File: config.mk
export PLATFORM = sky130hd
export DESIGN_NAME = comment_stripping_line_splitter
export DESIGN_NICKNAME = d
export VERILOG_FILES = /design/src/sv/ccs_pkg.sv /design/src/sv/ccs_front.sv /design/src/sv/ccs_fifo.sv /design/src/sv/ccs_back.sv /design/src/sv/comment_stripping_line_splitter.sv
export VERILOG_INCLUDE_DIRS = /design/src /design/src/sv
export SDC_FILE = /design/constraint.sdc
export NUM_CORES = 1
export LEC_CHECK = 0
export BUFFER_PORTS_ARGS = -buffer_cell sky130_fd_sc_hd__buf_2
export CELL_PAD_IN_SITES_DETAIL_PLACEMENT = 0
export CELL_PAD_IN_SITES_GLOBAL_PLACEMENT = 2
export CORE_ASPECT_RATIO = 0.75
export CORE_MARGIN = 1.5
export CORE_UTILIZATION = 43
export DETAILED_ROUTE_END_ITERATION = 16
export PLACE_DENSITY = 0.85
export SYNTH_ARGS = -nofsm -noshare
export SYNTH_HDL_FRONTEND = slang
export SYNTH_SLANG_ARGS = --single-unit
File: constraint.sdc
create_clock -name clk -period 8.3 [get_ports clk]
set_input_delay 1.66 -clock clk [delete_from_list [all_inputs] [get_ports clk]]
set_output_delay 1.66 -clock clk [all_outputs]
set_load 0.02 [all_outputs]
File: src/sv/comment_stripping_line_splitter_defines.svh
// Assertion macros shared by the comment stripper modules.
`ifndef COMMENT_STRIPPING_LINE_SPLITTER_DEFINES_SVH
`define COMMENT_STRIPPING_LINE_SPLITTER_DEFINES_SVH

// Same-cycle implication, checked on every clk edge outside reset.
`define CCS_ASSERT_NOW(label, ante, cons, msg) \
  label: assert property (@(posedge clk) disable iff (rst) (ante) |-> (cons)) \
    else $error(msg);

// Next-cycle implication, checked on every clk edge outside reset.
`define CCS_ASSERT_NEXT(label, ante, cons, msg) \
  label: assert property (@(posedge clk) disable iff (rst) (ante) |=> (cons)) \
    else $error(msg);

`endif

File: src/sv/ccs_pkg.sv
// Types and character constants for the comment stripper.
package ccs_pkg;

  localparam logic [7:0] CH_NUL   = 8'h00;
  localparam logic [7:0] CH_FF    = 8'hFF;
  localparam logic [7:0] CH_CR    = 8'h0D;
  localparam logic [7:0] CH_LF    = 8'h0A;
  localparam logic [7:0] CH_SLASH = 8'h2F;
  localparam logic [7:0] CH_STAR  = 8'h2A;

  typedef enum logic [1:0] {
    KIND_TEXT = 2'd0,
    KIND_EOL  = 2'd1,
    KIND_EOT  = 2'd2
  } kind_t;

  // One queue entry per input byte that yields output.
  typedef struct packed {
    logic        has_slash;  // emit a held slash first
    logic        has_main;   // a main beat follows
    kind_t       kind;
    logic [7:0]  data;
    logic [31:0] count;      // line count before this byte
  } op_t;

  // One output beat.
  typedef struct packed {
    logic [31:0] count;
    logic [7:0]  data;
    kind_t       kind;
    logic        last;
  } beat_t;

endpackage

File: src/sv/ccs_front.sv
// Front end: scan state machine and line counter, pushes output work to the queue.
module ccs_front
  import ccs_pkg::*;
(
  input  logic       clk,
  input  logic       rst,
  input  logic       s_tvalid,
  output logic       s_tready,
  input  logic [7:0] s_tdata,
  input  logic       full,
  output logic       push,
  output op_t        push_data
);

  typedef enum logic [2:0] {
    MODE_NORMAL = 3'd0,
    MODE_SLASH  = 3'd1,
    MODE_BLOCK  = 3'd2,
    MODE_BSTAR  = 3'd3,
    MODE_LINE   = 3'd4
  } mode_t;

  mode_t       mode, mode_next;
  logic [31:0] lines;
  logic        accept;
  logic        is_end;
  logic        ends;

  // outcome of a byte seen in normal mode
  mode_t       nm_mode;
  logic        nm_main;
  kind_t       nm_kind;
  logic        nm_ends;

  assign s_tready = !full;
  assign accept   = s_tvalid && s_tready;
  assign is_end   = (s_tdata == CH_NUL) || (s_tdata == CH_FF);

  always_comb begin
    nm_mode = MODE_NORMAL;
    nm_main = 1'b0;
    nm_kind = KIND_TEXT;
    nm_ends = 1'b0;
    if (is_end) begin
      nm_main = 1'b1;
      nm_kind = KIND_EOT;
      nm_ends = 1'b1;
    end else if (s_tdata == CH_CR) begin
      nm_main = 1'b0;
    end else if (s_tdata == CH_LF) begin
      nm_main = 1'b1;
      nm_kind = KIND_EOL;
      nm_ends = 1'b1;
    end else if (s_tdata == CH_SLASH) begin
      nm_mode = MODE_SLASH;
    end else begin
      nm_main = 1'b1;
    end
  end

  always_comb begin
    mode_next           = mode;
    ends                = 1'b0;
    push_data.has_slash = 1'b0;
    push_data.has_main  = 1'b0;
    push_data.kind      = KIND_TEXT;
    push_data.count     = lines;
    unique case (mode)
      MODE_SLASH: begin
        if (s_tdata == CH_STAR) begin
          mode_next = MODE_BLOCK;
        end else if (s_tdata == CH_SLASH) begin
          mode_next = MODE_LINE;
        end else begin
          push_data.has_slash = 1'b1;
          push_data.has_main  = nm_main;
          push_data.kind      = nm_kind;
          mode_next           = nm_mode;
          ends                = nm_ends;
        end
      end
      MODE_BLOCK: begin
        if (is_end) begin
          push_data.has_main = 1'b1;
          push_data.kind     = KIND_EOT;
          ends               = 1'b1;
          mode_next          = MODE_NORMAL;
        end else if (s_tdata == CH_STAR) begin
          mode_next = MODE_BSTAR;
        end
      end
      MODE_BSTAR: begin
        if (is_end) begin
          push_data.has_main = 1'b1;
          push_data.kind     = KIND_EOT;
          ends               = 1'b1;
          mode_next          = MODE_NORMAL;
        end else if (s_tdata == CH_SLASH) begin
          mode_next = MODE_NORMAL;
        end else if (s_tdata != CH_STAR) begin
          mode_next = MODE_BLOCK;
        end
      end
      MODE_LINE: begin
        if (is_end) begin
          push_data.has_main = 1'b1;
          push_data.kind     = KIND_EOT;
          ends               = 1'b1;
          mode_next          = MODE_NORMAL;
        end else if (s_tdata == CH_LF) begin
          push_data.has_main = 1'b1;
          push_data.kind     = KIND_EOL;
          ends               = 1'b1;
          mode_next          = MODE_NORMAL;
        end
      end
      default: begin
        push_data.has_main = nm_main;
        push_data.kind     = nm_kind;
        mode_next          = nm_mode;
        ends               = nm_ends;
      end
    endcase
    // line marks carry no byte
    push_data.data = (push_data.kind == KIND_TEXT) ? s_tdata : CH_NUL;
  end

  assign push = accept && (push_data.has_slash || push_data.has_main);

  always_ff @(posedge clk) begin
    if (rst) begin
      mode  <= MODE_NORMAL;
      lines <= '0;
    end else if (accept) begin
      mode  <= mode_next;
      lines <= lines + {31'd0, ends};
    end
  end

endmodule

File: src/sv/ccs_fifo.sv
// Short queue between the front end and the output stage.
`include "comment_stripping_line_splitter_defines.svh"

module ccs_fifo
  import ccs_pkg::*;
#(
  parameter int DEPTH = 4
) (
  input  logic clk,
  input  logic rst,
  input  logic push,
  input  op_t  push_data,
  input  logic pop,
  output op_t  head,
  output logic empty,
  output logic full
);

  localparam int PW = (DEPTH > 1) ? $clog2(DEPTH) : 1;
  localparam int CW = $clog2(DEPTH + 1);
  localparam logic [PW-1:0] LAST_PTR = PW'(DEPTH - 1);
  localparam logic [CW-1:0] FULL_CNT = CW'(DEPTH);

  op_t           mem [DEPTH];
  logic [PW-1:0] wr_ptr, rd_ptr;
  logic [CW-1:0] count;

  assign empty = (count == '0);
  assign full  = (count == FULL_CNT);
  assign head  = mem[rd_ptr];

  always_ff @(posedge clk) begin
    if (push) begin
      mem[wr_ptr] <= push_data;
    end
  end

  always_ff @(posedge clk) begin
    if (rst) begin
      wr_ptr <= '0;
      rd_ptr <= '0;
      count  <= '0;
    end else begin
      if (push) begin
        wr_ptr <= (wr_ptr == LAST_PTR) ? '0 : wr_ptr + 1'b1;
      end
      if (pop) begin
        rd_ptr <= (rd_ptr == LAST_PTR) ? '0 : rd_ptr + 1'b1;
      end
      if (push && !pop) begin
        count <= count + 1'b1;
      end else if (pop && !push) begin
        count <= count - 1'b1;
      end
    end
  end

  `CCS_ASSERT_NOW(a_no_overflow, full, !push, "queue written while full")
  `CCS_ASSERT_NOW(a_no_underflow, empty, !pop, "queue read while empty")
  `CCS_ASSERT_NEXT(a_count_track, push && !pop && !full, count == $past(count) + 1'b1,
                   "queue count lost a push")

endmodule

File: src/sv/ccs_back.sv
// Output stage: expands queue entries into one or two registered beats.
`include "comment_stripping_line_splitter_defines.svh"

module ccs_back
  import ccs_pkg::*;
(
  input  logic        clk,
  input  logic        rst,
  input  op_t         head,
  input  logic        empty,
  output logic        pop,
  output logic        m_tvalid,
  input  logic        m_tready,
  output logic [39:0] m_tdata,
  output logic [1:0]  m_tuser,
  output logic        m_tlast
);

  beat_t out_beat;
  beat_t pend;
  logic  pend_valid;
  logic  load;
  beat_t main_beat;
  beat_t slash_beat;

  assign load = !m_tvalid || m_tready;
  assign pop  = load && !pend_valid && !empty;

  always_comb begin
    main_beat.data  = head.data;
    main_beat.kind  = head.kind;
    main_beat.count = (head.kind == KIND_TEXT) ? head.count : head.count + 32'd1;
    main_beat.last  = 1'b1;
    slash_beat.data  = CH_SLASH;
    slash_beat.kind  = KIND_TEXT;
    slash_beat.count = head.count;
    slash_beat.last  = !head.has_main;
  end

  always_ff @(posedge clk) begin
    if (rst) begin
      m_tvalid   <= 1'b0;
      pend_valid <= 1'b0;
    end else if (load) begin
      if (pend_valid) begin
        m_tvalid   <= 1'b1;
        out_beat   <= pend;
        pend_valid <= 1'b0;
      end else if (!empty) begin
        m_tvalid <= 1'b1;
        if (head.has_slash) begin
          // hold the main beat behind the slash
          out_beat   <= slash_beat;
          pend       <= main_beat;
          pend_valid <= head.has_main;
        end else begin
          out_beat <= main_beat;
        end
      end else begin
        m_tvalid <= 1'b0;
      end
    end
  end

  assign m_tdata = {out_beat.count, out_beat.data};
  assign m_tuser = out_beat.kind;
  assign m_tlast = out_beat.last;

  `CCS_ASSERT_NOW(a_pend_behind_slash, pend_valid,
                  m_tvalid && !m_tlast && (m_tdata[7:0] == CH_SLASH),
                  "pending beat without a slash beat in front")
  `CCS_ASSERT_NOW(a_mark_no_byte, m_tvalid && (m_tuser != KIND_TEXT),
                  (m_tdata[7:0] == CH_NUL) && m_tlast,
                  "line mark carries a byte or is not last")
  `CCS_ASSERT_NOW(a_no_pop_with_pend, pend_valid, !pop,
                  "queue popped while a beat is pending")

endmodule

File: src/sv/comment_stripping_line_splitter.sv
// Top level of the comment stripper: front end, queue and output stage.
//
// Input stream s_*: one text byte per beat in s_tdata. Bytes 0 and 255 end
// the text. Output stream m_*: m_tdata carries the kept byte and the running
// line count, m_tuser the beat kind (text, end of line, end of text), and
// m_tlast marks the last beat caused by one input byte.
// Carriage returns, block comments and line comments are removed; the
// newline of a line comment still ends the line.
// Throughput: one input byte per cycle while the queue is not full. An input
// that yields two beats (a held slash plus the byte after it) sends them one
// after the other; the queue absorbs these. A byte's beat is written to the
// queue at the accepting edge, then loaded into the output register when it
// is free; the beat behind a held slash follows from the pending register.
// When m_tready is low the output register holds, the queue fills, and
// s_tready drops once it is full. Bytes that yield nothing never enter the
// queue. Reset clears the scan state, the line count and the queue.
module comment_stripping_line_splitter
  import ccs_pkg::*;
#(
  parameter int FIFO_DEPTH = 4
) (
  input  logic        clk,
  input  logic        rst,
  input  logic        s_tvalid,
  output logic        s_tready,
  input  logic [7:0]  s_tdata,   // [7:0] in_byte
  output logic        m_tvalid,
  input  logic        m_tready,
  output logic [39:0] m_tdata,   // [7:0] out_byte, [39:8] line_count
  output logic [1:0]  m_tuser,   // [1:0] kind
  output logic        m_tlast
);

  logic push, pop, empty, full;
  op_t  push_data, head;

  ccs_front u_front (
    .clk       (clk),
    .rst       (rst),
    .s_tvalid  (s_tvalid),
    .s_tready  (s_tready),
    .s_tdata   (s_tdata),
    .full      (full),
    .push      (push),
    .push_data (push_data)
  );

  ccs_fifo #(
    .DEPTH (FIFO_DEPTH)
  ) u_fifo (
    .clk       (clk),
    .rst       (rst),
    .push      (push),
    .push_data (push_data),
    .pop       (pop),
    .head      (head),
    .empty     (empty),
    .full      (full)
  );

  ccs_back u_back (
    .clk      (clk),
    .rst      (rst),
    .head     (head),
    .empty    (empty),
    .pop      (pop),
    .m_tvalid (m_tvalid),
    .m_tready (m_tready),
    .m_tdata  (m_tdata),
    .m_tuser  (m_tuser),
    .m_tlast  (m_tlast)
  );

endmodule

==> key figures, run 1 <==
Status
  – Status: finished clean

Flow run
  – Max-Cap Viols: 0

STA
  – Setup TNS: 0 ps
  – Worst slew pin tran: 1170 ps
  – Clock skew: 11.0 ps
  – Final setup viols: 0
  – Unrepaired setup endpoints after global routing: no
  – Final period util: about 64%
  – Minimum clock period: 5320 ps
  – Final slew viol count: 0
  – Fmax: ~190 MHz
  – WHS: between 500 and 600 ps
  – Slew headroom: 21.2%
  – Final hold violation count: 0

Yosys
  – Asr flop ratio synth: 0%
  – Register bit total from synthesis: around 310
  – Largest family of logic cells by synthesized area: simple AND/OR/NAND/NOR gates
  – Sequential fraction of the synthesis area: between 60 and 70%
  – Cells after Synth: roughly 900
  – Most used DFF post-synth: edfxtp_1
  – Syn avg cell area: 14.6 um^2
  – Syn. warnings: 0
  – Synth Area in Simple Gates: approximately an eighth
  – EDFF count, synth: between 200 and 300
  – Syn Std Cell Area: approximately 13000 um^2
  – Unique masters post-synth: 68
  – Xor/xnor share of the synthesized area: about 6.1%
  – Synth Area in Compound Gates: between 3 and 4%
  – Net Count, Synth: ~930
  – Area share of fa/ha/maj cells after synthesis: under 10%
  – Multiplexer share of the synthesized area: slightly above 8%

Floorplan
  – Die ar.: 31700 um^2
  – Core Region: 30100 um^2
  – FP Rows: 55
  – Die width: a little over 200 um
  – Die Y: around 150 um
  – Initial Utilization: between 40% and 50%
  – Ports: 57

Final layout
  – Fin area: ~15000 um^2
  – Final #Nets: 986
  – Multi-input logic area: about 4200 um^2
  – # fillers: 2542
  – Register area: a little under 9000 um^2
  – P&R area growth vs syn: 12.4%
  – Layout cells sized above 1: roughly a fifth

Power and ir drop
  – Leak pwr: around 0.0048 uW
  – Peak VDD IR: roughly 0.19 mV
  – PwrDens: 315 nW/um^2
  – PnR Total Power: 4660 uW

Drt
  – WL final: ~26000 um
  – Post-route ant nets: 0
  – DRC Markers: 0
  – Pre-antenna DRT Iters: 5
  – Total number of vias: about 7400
  – Wire per inst: about 19 um
  – Initial DRC Count: 600
  – Vias per cell: roughly 5.3

CTS
  – H-tree Lvls: 1
  – CTS Hold Bufs: 0
  – # resized after CTS: 0
  – Num CTS Buffers: 30
  – Worst-Skew Late Latency: approximately 550 ps
  – Root Buffer: clkbuf_16
  – Clock sinks: roughly 300
  – CTS max path bufs: 3
  – Post-CTS setup buffer count: 0
  – Reg clk slew, reported paths: ~60 ps
  – CTS tree: done

GRT
  – Overflow left after global routing: 0
  – Largest net degree at the start of global routing: 88
  – Total GRT Usage: 16.7%
  – First-pass GRT wire length: 41100 um
  – Antenna violations before repair: 1
  – Vias in the first global route: around 7200

Worst hold path
  – Hold Path Class: reg2reg

Worst setup path
  – Crit-path max FO: 9
  – CP startpoint kind: input pin
  – Critical Path RT: around 8700 ps
  – Kind of end point of the critical path: register
  – Crit Path Category: in2reg
  – Crit path DAT: about 5700 ps

Placement
  – GP Congestion: just over 0.8
  – HPWL after detailed placement: 16300 um
  – Post-placement cell area: 13900 um^2
  – Buffers on Ports: 56
## layout make-up
class / count / area share (%)
multi-input combinational: 546 / 28.3
timing repair buffer: 67 / 2.45
sequential: 307 / 59.2
clock inverter: 18 / 0.837
antenna: 2 / 0.0338
tap: 399 / 3.37
inverter: 12 / 0.304
clock buffer: 37 / 5.53
## power by group
part           total (uW)  leakage [uW]  switching, uW  internal (uW)
registers            2070       0.00273           57.6           2010
logic                1300       0.00157            848            452
clock network        1290      0.000460            563            730
total                4660       0.00476           1470           3200
## worst paths after layout
| path | slack (ps) | end | depth (start not counted) | startpoint |
|---|---|---|---|---|
| setup / recovery | 2980 | u_front.lines[29]$_SDFFE_PP0P_ | 13 | s_tdata[4] |
| hold reg to reg | 510 | u_fifo.wr_ptr[1]$_SDFFE_PP0P_ | 2 | u_fifo.wr_ptr[1]$_SDFFE_PP0P_ |
| hold / removal | 510 | u_fifo.wr_ptr[1]$_SDFFE_PP0P_ | 2 | u_fifo.wr_ptr[1]$_SDFFE_PP0P_ |
| setup reg to reg | 4700 | u_back.pend[37]$_DFFE_PP_ | 8 | register |
## worst max-delay path, cell delays in order
cell and delay [ps]:
buf_2 110, or3_1 400, or4_1 550, o21a_1 210, a21oi_1 170, a2bb2oi_1 720, ha_1 310, and3_1 170
nand3_1 110, nor4_1 900, nand3_1 200, xor2_1 180, nor2_1 50
## through the flow
step	setup WS, ps	util (%)	std cells
after floorplan	2700	-	903
after global placement	2500	46.0	1331
after detailed placement	2420	46.0	1331
after CTS	2990	49.1	1386
after global routing	2600	49.1	1386
final	2980	49.1	1388
## layout by cell type (no fill, tap or decap), drive strengths merged, types with 5 or more instances in the layout
cell    instances
edfxtp        261
nand2          90
buf            67
nor2           60
o21ai          48
xnor2          46
xor2           46
dfxtp          46
mux4           44
clkbuf         37
nand3          36
nor3           23
a21oi          19
nand4          19
inv            13
clkinv         13
and3           11
nor4           11
or3            10
nor2b           9
ha              9
and2            9
and4            7
mux2i           5
## flip-flops by register name (all words and copies together), names as in the netlist, 3 cells and up, named ones only
name	cells
u_front.lines	32
u_fifo.count	3
u_back.pend	42
u_fifo.mem	176
u_front.mode	3
u_back.m_tdata	40
## synth_stat cells, drive strengths merged, types with 7 or more instances
master	count	share of area, %
xnor2	46	3.1
nor3	23	1.2
inv	12	0.34
o21ai	48	1.8
edfxtp	261	60
xor2	46	3.1
ha	9	0.86
clkbuf	25	0.71
and3	11	0.52
and4	7	0.47
a21oi	19	0.72
nand2	90	2.6
nor2b	9	0.43
mux4	44	7.6
buf	13	0.75
nand4	19	1.0
nor4	11	0.68
dfxtp	46	7.0
or3	10	0.48
nor2	60	1.7
and2	9	0.43
nand3	36	1.4
## kinds of logic (layout without fill, tap and decap cells)
logic type      Yosys count  after routing
compound gates           87             87
xor+xnor                 92             92
fa+ha+maj                10             10
buf+inv                  50            134
flops                   307            307
mux                      52             52
other cells               0              2
simple gates            305            305
## layer usage
metal,wire (um),GRT usage (%),vias up
met5,0,0,-
li1,-,-,3544
met1,13000,26.4,3650
met2,10900,24.4,176
met4,390,3.16,0
met3,1390,2.76,27
Power figures use the tool's default switching activity.
==> run 2, diff against run 1 <==
clock period = 5.2 ns   (was 8.3 ns; I/O delays follow)
==> key figures, run 2 (synthesis results as in run 1) <==
STA
  – Final slew viol count: 0 (unchanged)
  – Setup TNS: 0 ps (unchanged)
  – Clock skew: 18.9 ps (was 11.0 ps)
  – Minimum clock period: around 4000 ps
  – Final setup viols: 0 (unchanged)
  – Unrepaired setup endpoints after global routing: no (unchanged)
  – Final worst setup slack: 1280 ps (was 2980 ps)
  – Fmax: 255 MHz
  – Worst slew pin tran: 939 ps (was 1170 ps)
  – Slew headroom: 37.4% (was 21.2%)
  – Final period util: about 75%
  – Final hold violation count: 0 (unchanged)
  – WHS: 519 ps (was 513 ps)

Worst setup path
  – CP bufs+invs: 1 (unchanged)
  – Critical Path RT: 5600 ps (was 8710 ps)
  – Critical path's top delay family: simple AND/OR/NAND/NOR gates (unchanged)
  – Worst path cell trace: buf_2 > or3_1 > or4_1 > o21a_1 > a21oi_1 > a2bb2oi_1 > ha_1 > ha_1 > nand4_1 > or4_1 > nor3_1 > xnor2_1 > nor2_1 (was buf_2 > or3_1 > or4_1 > o21a_1 > a21oi_1 > a2bb2oi_1 > ha_1 > and3_1 > nand3_1 > nor4_1 > nand3_1 > xor2_1 > nor2_1)
  – Reg2reg end: u_fifo.count[2]$_SDFFE_PP0P_ (was u_back.pend[37]$_DFFE_PP_)
  – Crit-path max FO: 7 (was 9)
  – Kind of end point of the critical path: register (unchanged)
  – Reg2reg setup slack: 1740 ps (was 4700 ps)
  – CP startpoint kind: input pin (unchanged)
  – FF-to-FF Start: u_front.mode[2]$_SDFFE_PP0P_
  – Crit Path Category: in2reg (unchanged)
  – Cells on worst reg2reg path: 11 (was 8)
  – Crit path DAT: 4320 ps (was 5740 ps)
  – Critical path's slowest cell: or4_1 (was nor4_1)
  – Slowest stage delay, CP: 690 ps (was 900 ps)

Drt
  – WL final: 25900 um (was 25700 um)
  – Total number of vias: 7351 (was 7397)
  – Post-route ant nets: 0 (unchanged)
  – Wire per inst: 18.6 um (was 18.5 um)
  – Metal2 WL: 10600 um (was 10900 um)
  – Met1 wire length: 13600 um (was 13000 um)
  – Initial DRC Count: 583 (was 600)
  – Top sig layer: met4 (unchanged)
  – DRC Markers: 0 (unchanged)
  – Routed wl met3: 1170 um (was 1390 um)
  – Vias per cell: 5.29 (was 5.33)
  – Pre-antenna DRT Iters: 4 (was 5)

Final layout
  – Most frequent cells in the layout: 261 x edfxtp_1, 89 x nand2_1, 60 x nor2_1 (unchanged)
  – Commonest non-fill, non-tap cell in the layout: edfxtp_1 (unchanged)
  – Final #Nets: 989 (was 986)
  – Diode count: 0 (was 2)
  – P&R area growth vs syn: 13.3% (was 12.4%)
  – # fillers: 2584 (was 2542)
  – Fin area: 14900 um^2 (was 14800 um^2)
  – Max FFs per register: 176 (unchanged)
  – Top reg by flops: u_fifo.mem (unchanged)
  – Layout cells sized above 1: 18.9% (about the same)

Floorplan
  – FP Rows: 55 (unchanged)
  – Die ar.: 31700 um^2 (unchanged)
  – Initial Utilization: 43.7% (unchanged)
  – Core Region: 30100 um^2 (unchanged)
  – Die Y: 155 um (unchanged)
  – Ports: 57 (unchanged)
  – Die width: 205 um (unchanged)

CTS
  – CTS max path bufs: 3 (unchanged)
  – Clock sinks: 307 (unchanged)
  – CTS Hold Bufs: 0 (unchanged)
  – Reg clk slew, reported paths: 70 ps (was 60 ps)
  – Worst-Skew Late Latency: 560 ps (was 550 ps)
  – H-tree Lvls: 1 (unchanged)
  – Root Buffer: clkbuf_16 (unchanged)
  – # resized after CTS: 0 (unchanged)
  – Post-CTS setup buffer count: 0 (unchanged)
  – CTS tree: done (unchanged)
  – Num CTS Buffers: 30 (unchanged)

Worst hold path
  – Hold path depth: 2 (unchanged)
  – Worst Hold Path EP: u_fifo.wr_ptr[1]$_SDFFE_PP0P_ (unchanged)
  – Hold Path Class: reg2reg (unchanged)
  – Hold path start: u_fifo.wr_ptr[1]$_SDFFE_PP0P_ (unchanged)

GRT
  – Vias in the first global route: 7014 (was 7152)
  – First-pass GRT wire length: 40600 um (was 41100 um)
  – Largest net degree at the start of global routing: 88 (unchanged)
  – Total GRT Usage: 16.6% (was 16.7%)
  – Antenna violations before repair: 0 (was 1)
  – Overflow left after global routing: 0 (unchanged)

Status
  – Status: finished clean (unchanged)

Power and ir drop
  – Leak pwr: 0.00482 uW (was 0.00476 uW)
  – Peak VDD IR: 0.272 mV (was 0.191 mV)
  – PwrDens: 508 nW/um^2 (was 315 nW/um^2)

Placement
  – Buffers on Ports: 56 (unchanged)
  – GP Congestion: 0.822 (was 0.818)
  – Post-placement cell area: 13900 um^2 (about the same)
  – HPWL after detailed placement: 17000 um (was 16300 um)
  – Pre-CTS setup slack: 746 ps (was 2420 ps)

Flow run
  – Max-Cap Viols: 0 (unchanged)
-- run 2: cell types whose count changed in the layout (fill, tap and decap cells not counted), moves of 2 or more --
cell        delta
clkbuf_1       +5
buf_12         +4
bufinv_16      +2
diode_2        -2
clkinv_2       -3
clkinvlp_4     -2
-- run 2: area by class of cell --
type | count | area, um^2 | area share (%)
Sequential cell | 307 | 8760 | 58.7
Multi-Input combinational cell | 546 | 4190 | 28.1
Clock buffer | 43 | 851 | 5.70
Tap cell | 399 | 499 | 3.35
Timing Repair Buffer | 70 | 435 | 2.92
Clock inverter | 13 | 141 | 0.947
Inverter | 12 | 45.0 | 0.302
-- run 2: worst register-to-register path, cell delays in order, from the launching register on --
cell	delay (ps)
dfxtp_1	480
nor3b_1	460
or3b_2	480
a21o_1	200
a211o_1	370
nand2_1	150
ha_1	200
inv_1	60
fa_1	370
xor2_1	160
or3_1	300
a21oi_1	140
-- run 2: per-stage QoR --
step | utilization, % | cells | power [uW]
2_1_floorplan | - | 903 | 4870
3_3_place_gp | 46.2 | 1334 | 5450
3_5_place_dp | 46.2 | 1334 | 5480
4_1_cts | 49.5 | 1390 | 7650
5_1_grt | 49.5 | 1390 | 7950
6_report | 49.5 | 1390 | 7580
-- run 2: report_power, final --
group | total (uW) | internal [uW] | switching [uW] | leakage (uW)
Combinational | 2020 | 740 | 1280 | 0.00160
Clock | 2180 | 1280 | 893 | 0.000483
Sequential | 3380 | 3220 | 161 | 0.00273
-- run 2: metal layers --
metal	global-route usage, %	up-vias
met5	0	-
met4	3.79	0
met3	2.38	31
met2	23.2	163
met1	26.9	3612
li1	-	3545
-- run 2: worst max-delay path by stage --
stage | start | to | cells past startpoint
5_1_grt | s_tdata[4] | u_front.lines[30]$_SDFFE_PP0P_ | 13
4_1_cts | s_tdata[4] | u_front.lines[30]$_SDFFE_PP0P_ | 13
6_report | s_tdata[4] | u_front.lines[26]$_SDFFE_PP0P_ | 13
2_1_floorplan | m_tready | u_back.pend[10]$_DFFE_PP_ | 4
3_3_place_gp | s_tdata[4] | u_front.lines[30]$_SDFFE_PP0P_ | 13
3_5_place_dp | s_tdata[4] | u_front.lines[26]$_SDFFE_PP0P_ | 13
==> run 3, diff against run 2 <==
CORE_UTILIZATION = 40   (was 43)
PLACE_DENSITY = 0.84   (was 0.85)
clock period = 3.2 ns   (was 5.2 ns; I/O delays follow)
==> key figures, run 3 (synthesis results as in run 1) <==
Placement
  – GP Congestion: 0.800 (was 0.822)
  – HPWL after detailed placement: 17900 um (was 17000 um)
  – Buffers on Ports: 56 (unchanged)
  – DP Cell Count: 1440 (was 1334)

Final layout
  – P&R area growth vs syn: 19.1% (was 13.3%)
  – Commonest non-fill, non-tap cell in the layout: edfxtp_1 (unchanged)
  – Final #Nets: 1053 (was 989)
  – Finished Layout Cells: 1498 (was 1390)
  – Max FFs per register: 176 (unchanged)
  – Top reg by flops: u_fifo.mem (unchanged)
  – Layout cells sized above 1: 25.6% (was 18.9%)
  – Most frequent cells in the layout: 261 x edfxtp_1, 88 x nand2_1, 67 x buf_4 (was 261 x edfxtp_1, 89 x nand2_1, 60 x nor2_1)

Worst hold path
  – Hold Path Class: in2reg (was reg2reg)

Drt
  – Pre-antenna DRT Iters: 5 (was 4)
  – Post-route ant nets: 0 (unchanged)
  – Initial DRC Count: 680 (was 583)
  – Wire per inst: 17.7 um (was 18.6 um)
  – WL final: 26500 um (was 25900 um)
  – Total number of vias: 7568 (was 7351)
  – DRC Markers: 0 (unchanged)
  – Vias per cell: 5.05 (was 5.29)

Power and ir drop
  – PnR Total Power: 12600 uW (was 7580 uW)
  – Sw frac: 30.7% (was 30.9%)
  – Clk pwr share: 28.2% (was 28.7%)
  – Sequential Power Share: 42.8% (was 44.6%)
  – PwrDens: 806 nW/um^2 (was 508 nW/um^2)
  – Combinational power share: 29.0% (was 26.7%)
  – Internal power: 8760 uW (was 5240 uW)
  – Switch Pwr: 3880 uW (was 2340 uW)
  – Leak pwr: 0.00517 uW (was 0.00482 uW)
  – Peak VDD IR: 0.467 mV (was 0.272 mV)

Status
  – Status: finished clean (unchanged)

GRT
  – Antenna violations before repair: 1 (was 0)
  – Vias in the first global route: 7379 (was 7014)
  – Largest net degree at the start of global routing: 86 (was 88)
  – First-pass GRT wire length: 42500 um (was 40600 um)
  – Overflow left after global routing: 0 (unchanged)
  – Total GRT Usage: 16.0% (was 16.6%)

CTS
  – CTS max path bufs: 3 (unchanged)
  – Worst-Skew Late Latency: 550 ps (was 560 ps)
  – Num CTS Buffers: 31 (was 30)
  – H-tree Lvls: 1 (unchanged)
  – Root Buffer: clkbuf_16 (unchanged)
  – CTS tree: done (unchanged)
  – Reg clk slew, reported paths: 60 ps (was 70 ps)
  – Clock sinks: 307 (unchanged)
  – CTS Hold Bufs: 0 (unchanged)

Floorplan
  – FP Rows: 57 (was 55)
  – Ports: 57 (unchanged)
  – Die Y: 160 um (was 155 um)
  – Die ar.: 34000 um^2 (was 31700 um^2)
  – Core Region: 32400 um^2 (was 30100 um^2)
  – Die width: 213 um (was 205 um)
  – Initial Utilization: 40.7% (was 43.7%)

Worst setup path
  – Critical path's slowest cell: or4_4 (was or4_1)
  – Critical path's top delay family: simple AND/OR/NAND/NOR gates (unchanged)
  – Crit Path Category: in2reg (unchanged)
  – CP most frequent cell: or4_4
  – CP startpoint kind: input pin (unchanged)
  – Critical Path RT: 3690 ps (was 5600 ps)
  – Crit-path max FO: 7 (unchanged)
  – Kind of end point of the critical path: register (unchanged)
  – Worst path cell trace: buf_2 > or3_4 > or4_4 > o21a_4 > a21oi_4 > a2bb2oi_4 > ha_2 > ha_4 > nand4_1 > or4_4 > or3_1 > a21oi_1 (was buf_2 > or3_1 > or4_1 > o21a_1 > a21oi_1 > a2bb2oi_1 > ha_1 > ha_1 > nand4_1 > or4_1 > nor3_1 > xnor2_1 > nor2_1)
  – Slowest stage delay, CP: 500 ps (was 690 ps)
  – Crit path DAT: 3500 ps (was 4320 ps)
  – CP bufs+invs: 1 (unchanged)

STA
  – Clock skew: 16.3 ps (was 18.9 ps)
  – WHS: 440 ps (was 519 ps)
  – Minimum clock period: 3010 ps
  – Fmax: approximately 330 MHz
  – Final period util: 94.1%
  – Worst slew pin tran: 793 ps (was 939 ps)
  – Unrepaired setup endpoints after global routing: no (unchanged)
  – Slew headroom: 47.1% (was 37.4%)
  – Final hold violation count: 0 (unchanged)
  – Final setup viols: 0 (unchanged)
  – Final slew viol count: 0 (unchanged)

Flow run
  – Max-Cap Viols: 0 (unchanged)
==> run 3: cell types whose count changed in the layout (fill, tap and decap cells not counted), moves of 3 or more <==
cell	change
ha_1	-3
nand3_1	-3
clkbuf_8	-3
buf_12	+6
buf_4	+57
==> run 3: per-stage QoR <==
stage          setup slack (ps)  utilization [%]  cell area, um^2  TNS [ps]
2_1_floorplan              -411                -            13300    -13440
3_3_place_gp               -575             45.3            14700     -5740
3_5_place_dp               -593             45.3            14700     -6770
4_1_cts                    82.6             48.4            15700         0
5_1_grt                    91.3             48.5            15700         0
6_report                    188             48.5            15700         0
==> run 3: what timing repair did <==
action / in CTS / in global routing
setup endpoints to repair: 4 / 7
endpoints found under the hold margin: 0 / 0
pin swaps: 0 / 1
buffers inserted: 0 / 0
gates resized for setup: 1 / 3
==> run 3: path summary, 6_finish.rpt <==
kind | start | end | slack (ps) | cells past startpoint
worst max register to register | register | u_back.m_tdata[26]$_DFFE_PP_ | 310 | 7
worst min register to register | u_fifo.wr_ptr[1]$_SDFFE_PP0P_ | u_fifo.wr_ptr[1]$_SDFFE_PP0P_ | 520 | 2
worst min-delay path | m_tready | u_back.m_tvalid$_SDFFE_PP0N_ | 440 | 4
worst max-delay path | s_tdata[4] | u_front.lines[24]$_SDFFE_PP0P_ | 190 | 12
==> run 3: tightest hold or removal path: cells and delay by family <==
kind	cells	cell delay (ps)
buffers and inverters	2	140
AND/OR/NAND/NOR	1	100
AO/OA/AOI/OAI	1	50
==> run 3: power groups by stage <==
stage | Sequential [uW] | Combinational, uW | Clock, uW
global route | 5480 | 3990 | 3800
floorplan | 5740 | 2190 | 0
global placement | 5490 | 3660 | 0
finish | 5420 | 3660 | 3560
CTS | 5420 | 3710 | 3650
detailed placement | 5510 | 3700 | 0
==> run 3: final cells by class <==
cell class | instances | area (um^2)
Clock buffer | 38 | 802
Antenna cell | 1 | 2.50
Clock inverter | 19 | 205
Inverter | 12 | 45.0
Multi-Input combinational cell | 546 | 4340
Fill cell | 2844 | 16700
Sequential cell | 307 | 8760
Tap cell | 442 | 553
Timing Repair Buffer | 133 | 983
==> run 3: metal layers <==
| metal | wire length [um] | GRT usage (%) |
|---|---|---|
| met5 | 0 | 0 |
| met4 | 436 | 3.26 |
| met3 | 1250 | 2.65 |
| met1 | 13400 | 24.8 |
| met2 | 11400 | 23.6 |
